===== src/rtl/vp8bq_pkg.sv =====
// Shared types, widths and the zigzag scan table for the 4x4 block quantizer.
`default_nettype none
package vp8bq_pkg;

    localparam int BLOCK_SIZE = 16;
    localparam int IDX_W      = 4;
    localparam int COEF_W     = 16;
    localparam int BIAS_W     = 32;
    localparam int PROD_W     = 32;
    localparam int IN_DATA_W  = 96;
    localparam int OUT_DATA_W = 32;

    localparam logic [IDX_W-1:0] LAST_IDX = 4'hf;

    typedef enum logic [1:0] {
        ST_FILL,
        ST_FLUSH,
        ST_DRAIN
    } t_state;

    // Raster position of the coefficient at each zigzag position.
    function automatic logic [IDX_W-1:0] scan_pos(input logic [IDX_W-1:0] k);
        logic [IDX_W-1:0] p;
        unique case (k)
            4'd0:    p = 4'd0;
            4'd1:    p = 4'd1;
            4'd2:    p = 4'd4;
            4'd3:    p = 4'd8;
            4'd4:    p = 4'd5;
            4'd5:    p = 4'd2;
            4'd6:    p = 4'd3;
            4'd7:    p = 4'd6;
            4'd8:    p = 4'd9;
            4'd9:    p = 4'd12;
            4'd10:   p = 4'd13;
            4'd11:   p = 4'd10;
            4'd12:   p = 4'd7;
            4'd13:   p = 4'd11;
            4'd14:   p = 4'd14;
            default: p = 4'd15;
        endcase
        return p;
    endfunction

endpackage
`default_nettype wire


===== src/rtl/vp8bq_ram.sv =====
// Generic single-write, single-read RAM with registered read data.
`default_nettype none
module vp8bq_ram #(
    parameter int WIDTH = 16,
    parameter int DEPTH = 16
) (
    input  wire                      i_clk,
    input  wire                      i_wr_en,
    input  wire  [$clog2(DEPTH)-1:0] i_wr_addr,
    input  wire  [WIDTH-1:0]         i_wr_data,
    input  wire                      i_rd_en,
    input  wire  [$clog2(DEPTH)-1:0] i_rd_addr,
    output logic [WIDTH-1:0]         o_rd_data
);

    logic [WIDTH-1:0] r_mem [DEPTH];

    always_ff @(posedge i_clk) begin
        if (i_wr_en) begin
            r_mem[i_wr_addr] <= i_wr_data;
        end
        if (i_rd_en) begin
            o_rd_data <= r_mem[i_rd_addr];
        end
    end

endmodule
`default_nettype wire


===== src/rtl/vp8_block_quantizer_core.sv =====
// VP8 4x4 block quantizer: per-coefficient quantize, store, zigzag drain.
//
// Input channel (s_axis): one coefficient of a 4x4 block per item in raster
// order, with its step, inverse step, rounding bias and sharpening bias.
// Output channel (m_axis): 16 items per block, each with the level at zigzag
// position k, the dequantized value at raster position k, the block nonzero
// flag in tuser, and tlast on the sixteenth.
// Items enter one per cycle through a four-stage arithmetic pipeline that
// writes level and dequantized value into two 16-entry RAMs. After the 16th
// coefficient the input closes until the whole block has been drained.
// The drain begins once the 16th coefficient reaches the RAM write stage.
// Each result's RAM read is issued only once the previous read has landed
// and the output register is free, so reads never overlap. The input
// reopens once the last item of the block has been taken.
// A stalled receiver holds the output register; no read is issued until it
// frees. Synchronous reset returns to the fill state at raster position 0;
// RAM contents are not cleared and are always written before they are read.
`default_nettype none
module vp8_block_quantizer_core #(
    parameter int LEVEL_LIMIT = 2047,
    parameter int QUANT_SHIFT = 17
) (
    input  wire                                i_clk,
    input  wire                                i_rst_n,
    input  wire                                s_axis_tvalid,
    output logic                               s_axis_tready,
    // coefficient[15:0], step[31:16], inverse_step[47:32],
    // rounding_bias[79:48], sharp_bias[95:80]
    input  wire  [vp8bq_pkg::IN_DATA_W-1:0]    s_axis_tdata,
    output logic                               m_axis_tvalid,
    input  wire                                m_axis_tready,
    // zigzag_level[15:0], dequantized[31:16]
    output logic [vp8bq_pkg::OUT_DATA_W-1:0]   m_axis_tdata,
    // block_nonzero[0]
    output logic                               m_axis_tuser,
    output logic                               m_axis_tlast
);
    import vp8bq_pkg::*;

    localparam logic signed [PROD_W-1:0] LIM_HI = PROD_W'(LEVEL_LIMIT);
    localparam logic signed [PROD_W-1:0] LIM_LO = -PROD_W'(32768);

    t_state r_state, n_state;

    logic [IDX_W-1:0] r_in_pos;
    logic             in_accept, out_accept;

    // Stage 1: registered input item
    logic                    r_s1_vld;
    logic [COEF_W-1:0]       r_s1_coef, r_s1_step, r_s1_iq, r_s1_sharp;
    logic [BIAS_W-1:0]       r_s1_bias;
    logic [IDX_W-1:0]        r_s1_pos;
    // Stage 2: product
    logic                    r_s2_vld, r_s2_neg;
    logic [PROD_W-1:0]       r_s2_prod;
    logic [BIAS_W-1:0]       r_s2_bias;
    logic [COEF_W-1:0]       r_s2_step;
    logic [IDX_W-1:0]        r_s2_pos;
    // Stage 3: level
    logic                    r_s3_vld;
    logic [COEF_W-1:0]       r_s3_level, r_s3_step;
    logic [IDX_W-1:0]        r_s3_pos;
    // Stage 4: RAM write
    logic                    r_s4_vld;
    logic [COEF_W-1:0]       r_s4_level, r_s4_dq;
    logic [IDX_W-1:0]        r_s4_pos;

    logic                    r_any, r_blk_nz;
    logic [IDX_W-1:0]        r_rd_idx;
    logic                    r_rd_done, r_inflight, r_inflight_last;
    logic                    rd_issue;

    logic                    s1_neg;
    logic [COEF_W-1:0]       s1_mag;
    logic [PROD_W-1:0]       s2_sum;
    logic signed [PROD_W-1:0] s2_shifted;
    logic [COEF_W-1:0]       s2_q, s2_level;
    logic [PROD_W-1:0]       s3_prod;
    logic [COEF_W-1:0]       lvl_rd, dq_rd;
    logic                    fill_done;

    assign s_axis_tready = (r_state == ST_FILL);
    assign in_accept     = s_axis_tvalid && s_axis_tready;
    assign out_accept    = m_axis_tvalid && m_axis_tready;
    assign fill_done     = r_s4_vld && (r_s4_pos == LAST_IDX);
    assign rd_issue      = (r_state == ST_DRAIN) && !r_rd_done && !r_inflight
                           && (!m_axis_tvalid || m_axis_tready);

    // Datapath arithmetic
    always_comb begin
        s1_neg = r_s1_coef[COEF_W-1];
        s1_mag = (s1_neg ? (~r_s1_coef + 16'd1) : r_s1_coef) + r_s1_sharp;

        s2_sum     = r_s2_prod + r_s2_bias;
        s2_shifted = $signed(s2_sum) >>> QUANT_SHIFT;
        priority if (s2_shifted > LIM_HI) begin
            s2_q = LIM_HI[COEF_W-1:0];
        end else if (s2_shifted < LIM_LO) begin
            s2_q = LIM_LO[COEF_W-1:0];
        end else begin
            s2_q = s2_shifted[COEF_W-1:0];
        end
        s2_level = r_s2_neg ? (~s2_q + 16'd1) : s2_q;

        s3_prod = r_s3_level * r_s3_step;
    end

    always_comb begin
        n_state = r_state;
        unique case (r_state)
            ST_FILL: begin
                if (in_accept && (r_in_pos == LAST_IDX)) begin
                    n_state = ST_FLUSH;
                end
            end
            ST_FLUSH: begin
                if (fill_done) begin
                    n_state = ST_DRAIN;
                end
            end
            ST_DRAIN: begin
                if (out_accept && m_axis_tlast) begin
                    n_state = ST_FILL;
                end
            end
            default: n_state = ST_FILL;
        endcase
    end

    // Control registers
    always_ff @(posedge i_clk) begin
        if (!i_rst_n) begin
            r_state       <= ST_FILL;
            r_in_pos      <= '0;
            r_s1_vld      <= 1'b0;
            r_s2_vld      <= 1'b0;
            r_s3_vld      <= 1'b0;
            r_s4_vld      <= 1'b0;
            r_any         <= 1'b0;
            r_rd_idx      <= '0;
            r_rd_done     <= 1'b0;
            r_inflight    <= 1'b0;
            m_axis_tvalid <= 1'b0;
        end else begin
            r_state  <= n_state;
            r_s1_vld <= in_accept;
            r_s2_vld <= r_s1_vld;
            r_s3_vld <= r_s2_vld;
            r_s4_vld <= r_s3_vld;
            if (in_accept) begin
                r_in_pos <= r_in_pos + 4'd1;
            end
            // Clear the nonzero flag as the block moves to draining
            if (r_state == ST_FLUSH && fill_done) begin
                r_any <= 1'b0;
            end else if (r_s4_vld && (r_s4_level != '0)) begin
                r_any <= 1'b1;
            end
            if (r_state != ST_DRAIN) begin
                r_rd_idx  <= '0;
                r_rd_done <= 1'b0;
            end else if (rd_issue) begin
                r_rd_idx <= r_rd_idx + 4'd1;
                if (r_rd_idx == LAST_IDX) begin
                    r_rd_done <= 1'b1;
                end
            end
            r_inflight <= rd_issue;
            if (r_inflight) begin
                m_axis_tvalid <= 1'b1;
            end else if (m_axis_tready) begin
                m_axis_tvalid <= 1'b0;
            end
        end
    end

    // Payload registers
    always_ff @(posedge i_clk) begin
        if (in_accept) begin
            r_s1_coef  <= s_axis_tdata[15:0];
            r_s1_step  <= s_axis_tdata[31:16];
            r_s1_iq    <= s_axis_tdata[47:32];
            r_s1_bias  <= s_axis_tdata[79:48];
            r_s1_sharp <= s_axis_tdata[95:80];
            r_s1_pos   <= r_in_pos;
        end
        r_s2_prod  <= s1_mag * r_s1_iq;
        r_s2_bias  <= r_s1_bias;
        r_s2_neg   <= s1_neg;
        r_s2_step  <= r_s1_step;
        r_s2_pos   <= r_s1_pos;
        r_s3_level <= s2_level;
        r_s3_step  <= r_s2_step;
        r_s3_pos   <= r_s2_pos;
        r_s4_level <= r_s3_level;
        r_s4_dq    <= s3_prod[COEF_W-1:0];
        r_s4_pos   <= r_s3_pos;
        if (r_state == ST_FLUSH && fill_done) begin
            r_blk_nz <= r_any || (r_s4_level != '0);
        end
        if (rd_issue) begin
            r_inflight_last <= (r_rd_idx == LAST_IDX);
        end
        if (r_inflight) begin
            m_axis_tdata <= {dq_rd, lvl_rd};
            m_axis_tuser <= r_blk_nz;
            m_axis_tlast <= r_inflight_last;
        end
    end

    vp8bq_ram #(
        .WIDTH(16),
        .DEPTH(16)
    ) u_level_ram (
        .i_clk     (i_clk),
        .i_wr_en   (r_s4_vld),
        .i_wr_addr (r_s4_pos),
        .i_wr_data (r_s4_level),
        .i_rd_en   (rd_issue),
        .i_rd_addr (scan_pos(r_rd_idx)),
        .o_rd_data (lvl_rd)
    );

    vp8bq_ram #(
        .WIDTH(16),
        .DEPTH(16)
    ) u_dequant_ram (
        .i_clk     (i_clk),
        .i_wr_en   (r_s4_vld),
        .i_wr_addr (r_s4_pos),
        .i_wr_data (r_s4_dq),
        .i_rd_en   (rd_issue),
        .i_rd_addr (r_rd_idx),
        .o_rd_data (dq_rd)
    );

`ifndef SYNTH
    a_no_out_in_fill: assert property (@(posedge i_clk) disable iff (!i_rst_n)
        (r_state == ST_FILL) |-> !m_axis_tvalid)
        else $error("result item shown while filling");
    a_read_in_drain: assert property (@(posedge i_clk) disable iff (!i_rst_n)
        r_inflight |-> (r_state == ST_DRAIN))
        else $error("RAM read outside drain");
    a_no_write_in_drain: assert property (@(posedge i_clk) disable iff (!i_rst_n)
        r_s4_vld |-> (r_state != ST_DRAIN))
        else $error("RAM write overlaps drain");
    a_last_ends_block: assert property (@(posedge i_clk) disable iff (!i_rst_n)
        (out_accept && m_axis_tlast) |=> (r_state == ST_FILL) && (r_in_pos == '0))
        else $error("block did not close after last item");
    a_no_overrun: assert property (@(posedge i_clk) disable iff (!i_rst_n)
        (r_inflight && m_axis_tvalid) |-> $past(m_axis_tready))
        else $error("read data would overwrite a held item");
`endif

endmodule
`default_nettype wire


===== config.mk =====
export PLATFORM = sky130hd
export DESIGN_NAME = vp8_block_quantizer_core
export DESIGN_NICKNAME = d
export VERILOG_FILES = /design/src/rtl/vp8bq_pkg.sv /design/src/rtl/vp8bq_ram.sv /design/src/rtl/vp8_block_quantizer_core.sv
export SDC_FILE = /design/constraint.sdc
export NUM_CORES = 2
export LEC_CHECK = 0
export BUFFER_PORTS_ARGS = -buffer_cell sky130_fd_sc_hd__buf_2
export CORE_MARGIN = 3
export CORE_UTILIZATION = 35
export DETAILED_ROUTE_END_ITERATION = 12
export GPL_TIMING_DRIVEN = 0
export SLEW_MARGIN = 20
export SYNTH_ARGS = -nofsm -noshare
export SYNTH_HDL_FRONTEND = slang
export SYNTH_SLANG_ARGS = --single-unit

===== constraint.sdc =====
create_clock -name i_clk -period 8.6 [get_ports i_clk]
set_input_delay 1.72 -clock i_clk [delete_from_list [all_inputs] [get_ports i_clk]]
set_output_delay 1.72 -clock i_clk [all_outputs]
set_load 0.02 [all_outputs]

Word-level counts from Yosys, hierarchy flattened
Memory sizes are Yosys's and may differ from the RTL's. A register that Yosys moved wholly into a read port is not among the register bits.
Cells that the tools add are included.

cells by class
  mux-type cells = 14
  magnitude comparators = 2
  add/sub/neg operators = 6
  bitwise gates (word level) = 3
  equal/unequal tests = 9
  $mul = 2
  reductions and logical operators = 22

operators by type and width
  operator                                                                           count
  16-bit two-way mux                                                                 4
  16-bit by 1-bit adder with 16-bit output, second input constant                    2
  32-bit adder                                                                       1
  16-bit by 16-bit multiplier with 32-bit output                                     1
  16-bit inverter                                                                    2
  16-bit adder                                                                       1
  15-bit by 16-bit less-than comparator with 1-bit output, second input constant     1
  16-bit by 16-bit multiplier with 16-bit output                                     1
  16-bit nonzero test                                                                1
  15-bit by 12-bit greater-than comparator with 1-bit output, second input constant  1
  4-bit equality test, second input constant                                         3
  1-bit logical AND                                                                  10
  4-bit by 1-bit adder with 4-bit output, second input constant                      2
  4-bit two-way mux                                                                  2
  2-bit two-way mux                                                                  3
  2-bit one-hot mux with 3 select lines                                              1
  1-bit two-way mux                                                                  4
  2-bit by 1-bit != test with 1-bit output, second input constant                    2
  2-bit != test, second input constant                                               2
  2-bit OR reduction                                                                 2
  1-bit zero test                                                                    3
  3-bit AND reduction                                                                1
  2-bit by 1-bit equality test with 1-bit output, second input constant              1
  2-bit equality test, second input constant                                         1
  other kinds (5)                                                                    6

storage, ports and cells
  input bits = 100
  output and inout bits = 36
  memory bits (read-only) = 64
  flip-flop bits (word level) = 311
  word-level logic and storage cells = 94
  memory bits (writable) = 512
  memories kept = 3

memory list
  name                 depth  bits a word  rd ports  clocked after memory_dff  wr ports  line             text
  u_dequant_ram.r_mem  16     16           1         1                         1         vp8bq_ram.sv:16  logic [WIDTH-1:0] r_mem [DEPTH];
  u_level_ram.r_mem    16     16           1         1                         1         vp8bq_ram.sv:16
  (name not given)     16     4            1         1                         0         vp8bq_pkg.sv:24  unique case (k)

Depth between registers and ports, before layout
  depth in word-level cells = 7
  mapped depth = 38
  gate-level depth less buffers = 37

Hierarchy
Synthesis repeated with hierarchy kept, for this count alone.

unflattened totals
  cell total of the unflattened synthesis = 3148
  area, all modules = 44046.0 um^2

modules (own cells, without submodules)
  module                    area each (um^2)  seq. area each (um^2)  instances  cells each
  vp8_block_quantizer_core  23638.9           7667.4                 1          2284
  vp8bq_ram                 10203.5           8167.8                 2          432

Least setup slack after synthesis
Ideal clock, no wire load.

  path kind = reg2reg
  from = reg r_s1_coef[6]
  to = reg r_s2_prod[23]
  data arrival time = 8573 ps
  stages on the path, launching flop included = 31
  period minus slack after synthesis = 8645 ps
  library setup time = 72 ps
  required time = 8528 ps
  path buffers = 1
  path slack = -45 ps
  path through = edfxtp_1 > or4_1 > or2_2 > or4_1 > o21ai_0 > xnor2_1 > ha_1 > or3_1 > a211o_1 > a31o_2 > a21oi_1 > xor2_1 > buf_2 > nand2_1 > fa_1 > fa_1 > inv_1 > fa_1 > fa_1 > fa_1 > inv_1 > fa_1 > inv_1 > ha_1 > a21o_1 > a21o_1 > a221oi_1 > o21ai_0 > a21o_1 > a21oi_1 > xnor2_1

between the ends
  cells in the longest elaborated chain, start to end = 5

RTL lines
  element                                             line                             text
  start, declared                                     vp8_block_quantizer_core.sv:50   logic [COEF_W-1:0] r_s1_coef, r_s1_step, r_s1_iq, r_s1_sharp;
  start signal, assigned                              vp8_block_quantizer_core.sv:180  r_s1_coef <= s_axis_tdata[15:0];
  16-bit inverter                                     vp8_block_quantizer_core.sv:92   s1_mag = (s1_neg ? (~r_s1_coef + 16'd1) : r_s1_coef) + r_s1_sharp;
  16-bit by 1-bit adder with 16-bit output            vp8_block_quantizer_core.sv:92
  16-bit two-way mux (*)                              vp8_block_quantizer_core.sv:92
  16-bit adder (*)                                    vp8_block_quantizer_core.sv:92
  16-bit by 16-bit multiplier with 32-bit output (*)  vp8_block_quantizer_core.sv:187  r_s2_prod <= s1_mag * r_s1_iq;
  end signal, assigned                                vp8_block_quantizer_core.sv:187
  end, declared                                       vp8_block_quantizer_core.sv:55   logic [PROD_W-1:0] r_s2_prod;

Every way passes the cells marked *; elsewhere a longest branch is shown, timed or not.
A chain may end at the register's enable or synchronous reset.

Final worst setup path
  from = reg r_s1_coef[7]
  to = reg r_s2_prod[31]

The elaborated chain is that of the path after synthesis.

==> impl_metrics.yaml <==
floorplan:
  die_h_um: 359
  coreArea_mm2: 0.123
  rows: 128
  die-area_mm2: 0.129
  die_w_um: 359
  io_pins: 136
  start_util: 0.355
setup_path:
  slowest_delay_ns: 0.58
  cp_data_arrival_time_ns: 9.03
  crit_required_ns: 9.13
  slowest_stage: "fa_2"
  worst_setup_path_end_kind: "flop"
  critPathLaunchType: "flop"
  cpMostUsedCell: "fa_1"
  crit_type: "reg -> reg"
  crit_fanout: 5
routing:
  dr.pass1.iters: 5
  drc: 0
  wl_per_cell_um: 20.0
  finalWirelength_um: 100000
  dr_total_vias: 24500
  postRouteAntennaNets: 0
  drtIter0Drc: 1724
  vias_per_cell: 4.87
sta:
  max_freq_mhz: 118
  maxSlewHeadroom: 0.307
  maxSlewViolCount: 0
  grt_setup_unrepaired: "true"
  setup_ws_ns: 0.0963
  fin_crit_ns: 8.50
  setup_viol: 0
  final_hold_viol_count: 0
  period_share: 0.989
  tightest_slew_ns: 1.04
  hold_ws_ns: 0.303
  clock_skew_ns: 0.0530
grt:
  grt_max_degree: 43
  grtUsageTotal: 0.160
  grt_pass1_vias: 25500
  grt_pass1_wl_um: 155000
  antenna_found_initial: 15
  grt_overflow: 0
finish:
  area_growth_pct: 17.4
  final_cells: 5023
  fin_nets: 3901
  drive_gt1_frac: 0.191
synth:
  yosysSeqAreaShare: 0.551
  synth.top_cells.by_area: "edfxtp_1 47%, fa_1 13%, mux4_2 8.3%"
  synth-edff-count: 680
  synthArstFlopShare: 0
  synthCells: 3005
  synth.avg_cell_area_um2: 14.5
  synth.distinct_cells: 75
  synth.largest_area_cell: "edfxtp_1"
  syn_nets: 3592
  yosys_warnings: 0
  synth.most_common_cell: "edfxtp_1"
  yosysTopAreaCellShare: 0.469
  synthFlopType: "edfxtp_1"
  synth_seq_cells: 859
  synth_common_cells: "680 x edfxtp_1, 373 x inv_1, 289 x nand2_1"
  synth_area_mm2: 0.0436
clock_network:
  cts_buffers: 92
  cts_tree: "done"
  clk_pin_slew_ns: 0.06
  hold_buffers: 0
  h-tree-depth: 3
  cts_root_buf: "clkbuf_16"
  insertion_delay_ns: 0.69
  cts.sinks: 859
  cts_max_path_buffers: 3
run:
  cap_violations: 0
placed_design:
  preCtsSetupSlack_ns: -1.28
  io_buffer_count: 135
  dp_cells: 4812
  gp_congestion: 0.880
  dp_hpwl_um: 72100
status:
  outcome: "finished clean"
hold_path:
  hold_path.class: "reg -> reg"
timing repair:
| action | in CTS | in global routing |
|---|---|---|
| gates cloned | 0 | 0 |
| hold endpoints to repair | 0 | 0 |
| setup buffers | 21 | 12 |
| gates resized for setup | 58 | 40 |
| pin swaps | 13 | 27 |
| endpoints found under the setup margin | 18 | 13 |
logic make-up after synthesis:
| family | Yosys count | synth area share |
|---|---|---|
| DFF | 859 | 0.551 |
| and+or+nand+nor | 648 | 0.0729 |
| adders and majority gates | 487 | 0.187 |
| buffers and inverters | 475 | 0.0415 |
| AOI/OAI and AO/OA | 249 | 0.0386 |
| muxes | 170 | 0.0851 |
| xor gates and xnor gates | 117 | 0.0235 |
worst max-delay path: cells and delay by family (launching register included):
family	cells	cell delay, ns
AOI/OAI and AO/OA	8	1.67
xor gates and xnor gates	3	0.35
adders and majority gates	8	3.48
buffers and inverters	5	0.40
DFF	1	0.38
and+or+nand+nor	7	2.11
metal layers:
layer / global-route usage / share of wire / vias to the layer above / wire [um]
li1: - / - / 11200 / -
met1: 0.212 / 0.42 / 12400 / 42300
met2: 0.265 / 0.49 / 755 / 48600
met3: 0.0305 / 0.064 / 164 / 6420
met4: 0.0498 / 0.028 / 10 / 2820
met5: 0 / 0.00072 / - / 72
cell type report:
type,count,area [um2]
clock inverters,35,478
fillers,11200,71500
inverters,373,1400
clock buffers,138,2710
repair buffers,215,1790
flip-flops and latches,859,24000
multi-input cells,1671,18200
diodes,5,12.5
well taps,1625,2030
plain buffers,102,484
final timing paths:
path	from	end	slack, ns	depth (start not counted)
max	r_s1_coef[7]	r_s2_prod[31]	0.1	31
min	r_s2_step[8]	r_s3_step[8]	0.30	0
max reg2reg	r_s1_coef[7]	r_s2_prod[31]	0.1	31
min reg2reg	r_s2_step[8]	r_s3_step[8]	0.30	0
cells in the final DEF (no fill, tap or decap), drive strengths merged, types with 7 or more instances in the layout:
cell	count
a211oi	8
a21o	24
a21oi	74
a31oi	10
and2	176
and3	8
buf	234
bufinv	7
clkbuf	221
clkinv	19
dfxtp	179
edfxtp	680
fa	275
ha	212
inv	379
mux2i	7
mux4	160
nand2	289
nand2b	11
nand3	20
nand4	17
nor2	64
nor2b	12
nor3	16
o21a	8
o21ai	52
o21bai	13
o31ai	8
xnor2	87
xor2	30
state kept, by name, summed over array words and instances (netlist names), 32 cells and up:
| signal | flops |
|---|---|
| m_axis_tdata | 32 |
| r_s1_bias | 32 |
| r_s2_bias | 32 |
| r_s2_prod | 32 |
| u_dequant_ram.r_mem | 256 |
| u_level_ram.r_mem | 256 |
metrics by stage:
stage,setup TNS [ns],area [um2],util
6_report,0,51100,0.417
3_5_place_dp,-15.07,47200,0.385
3_3_place_gp,-14.78,46300,0.377
2_1_floorplan,0,43600,-
4_1_cts,0,50800,0.414
5_1_grt,-0.733,51100,0.417
Power is left out: the tool's default activity adds up to more than one toggle a clock period on the data nets, which glitch-free logic cannot reach.
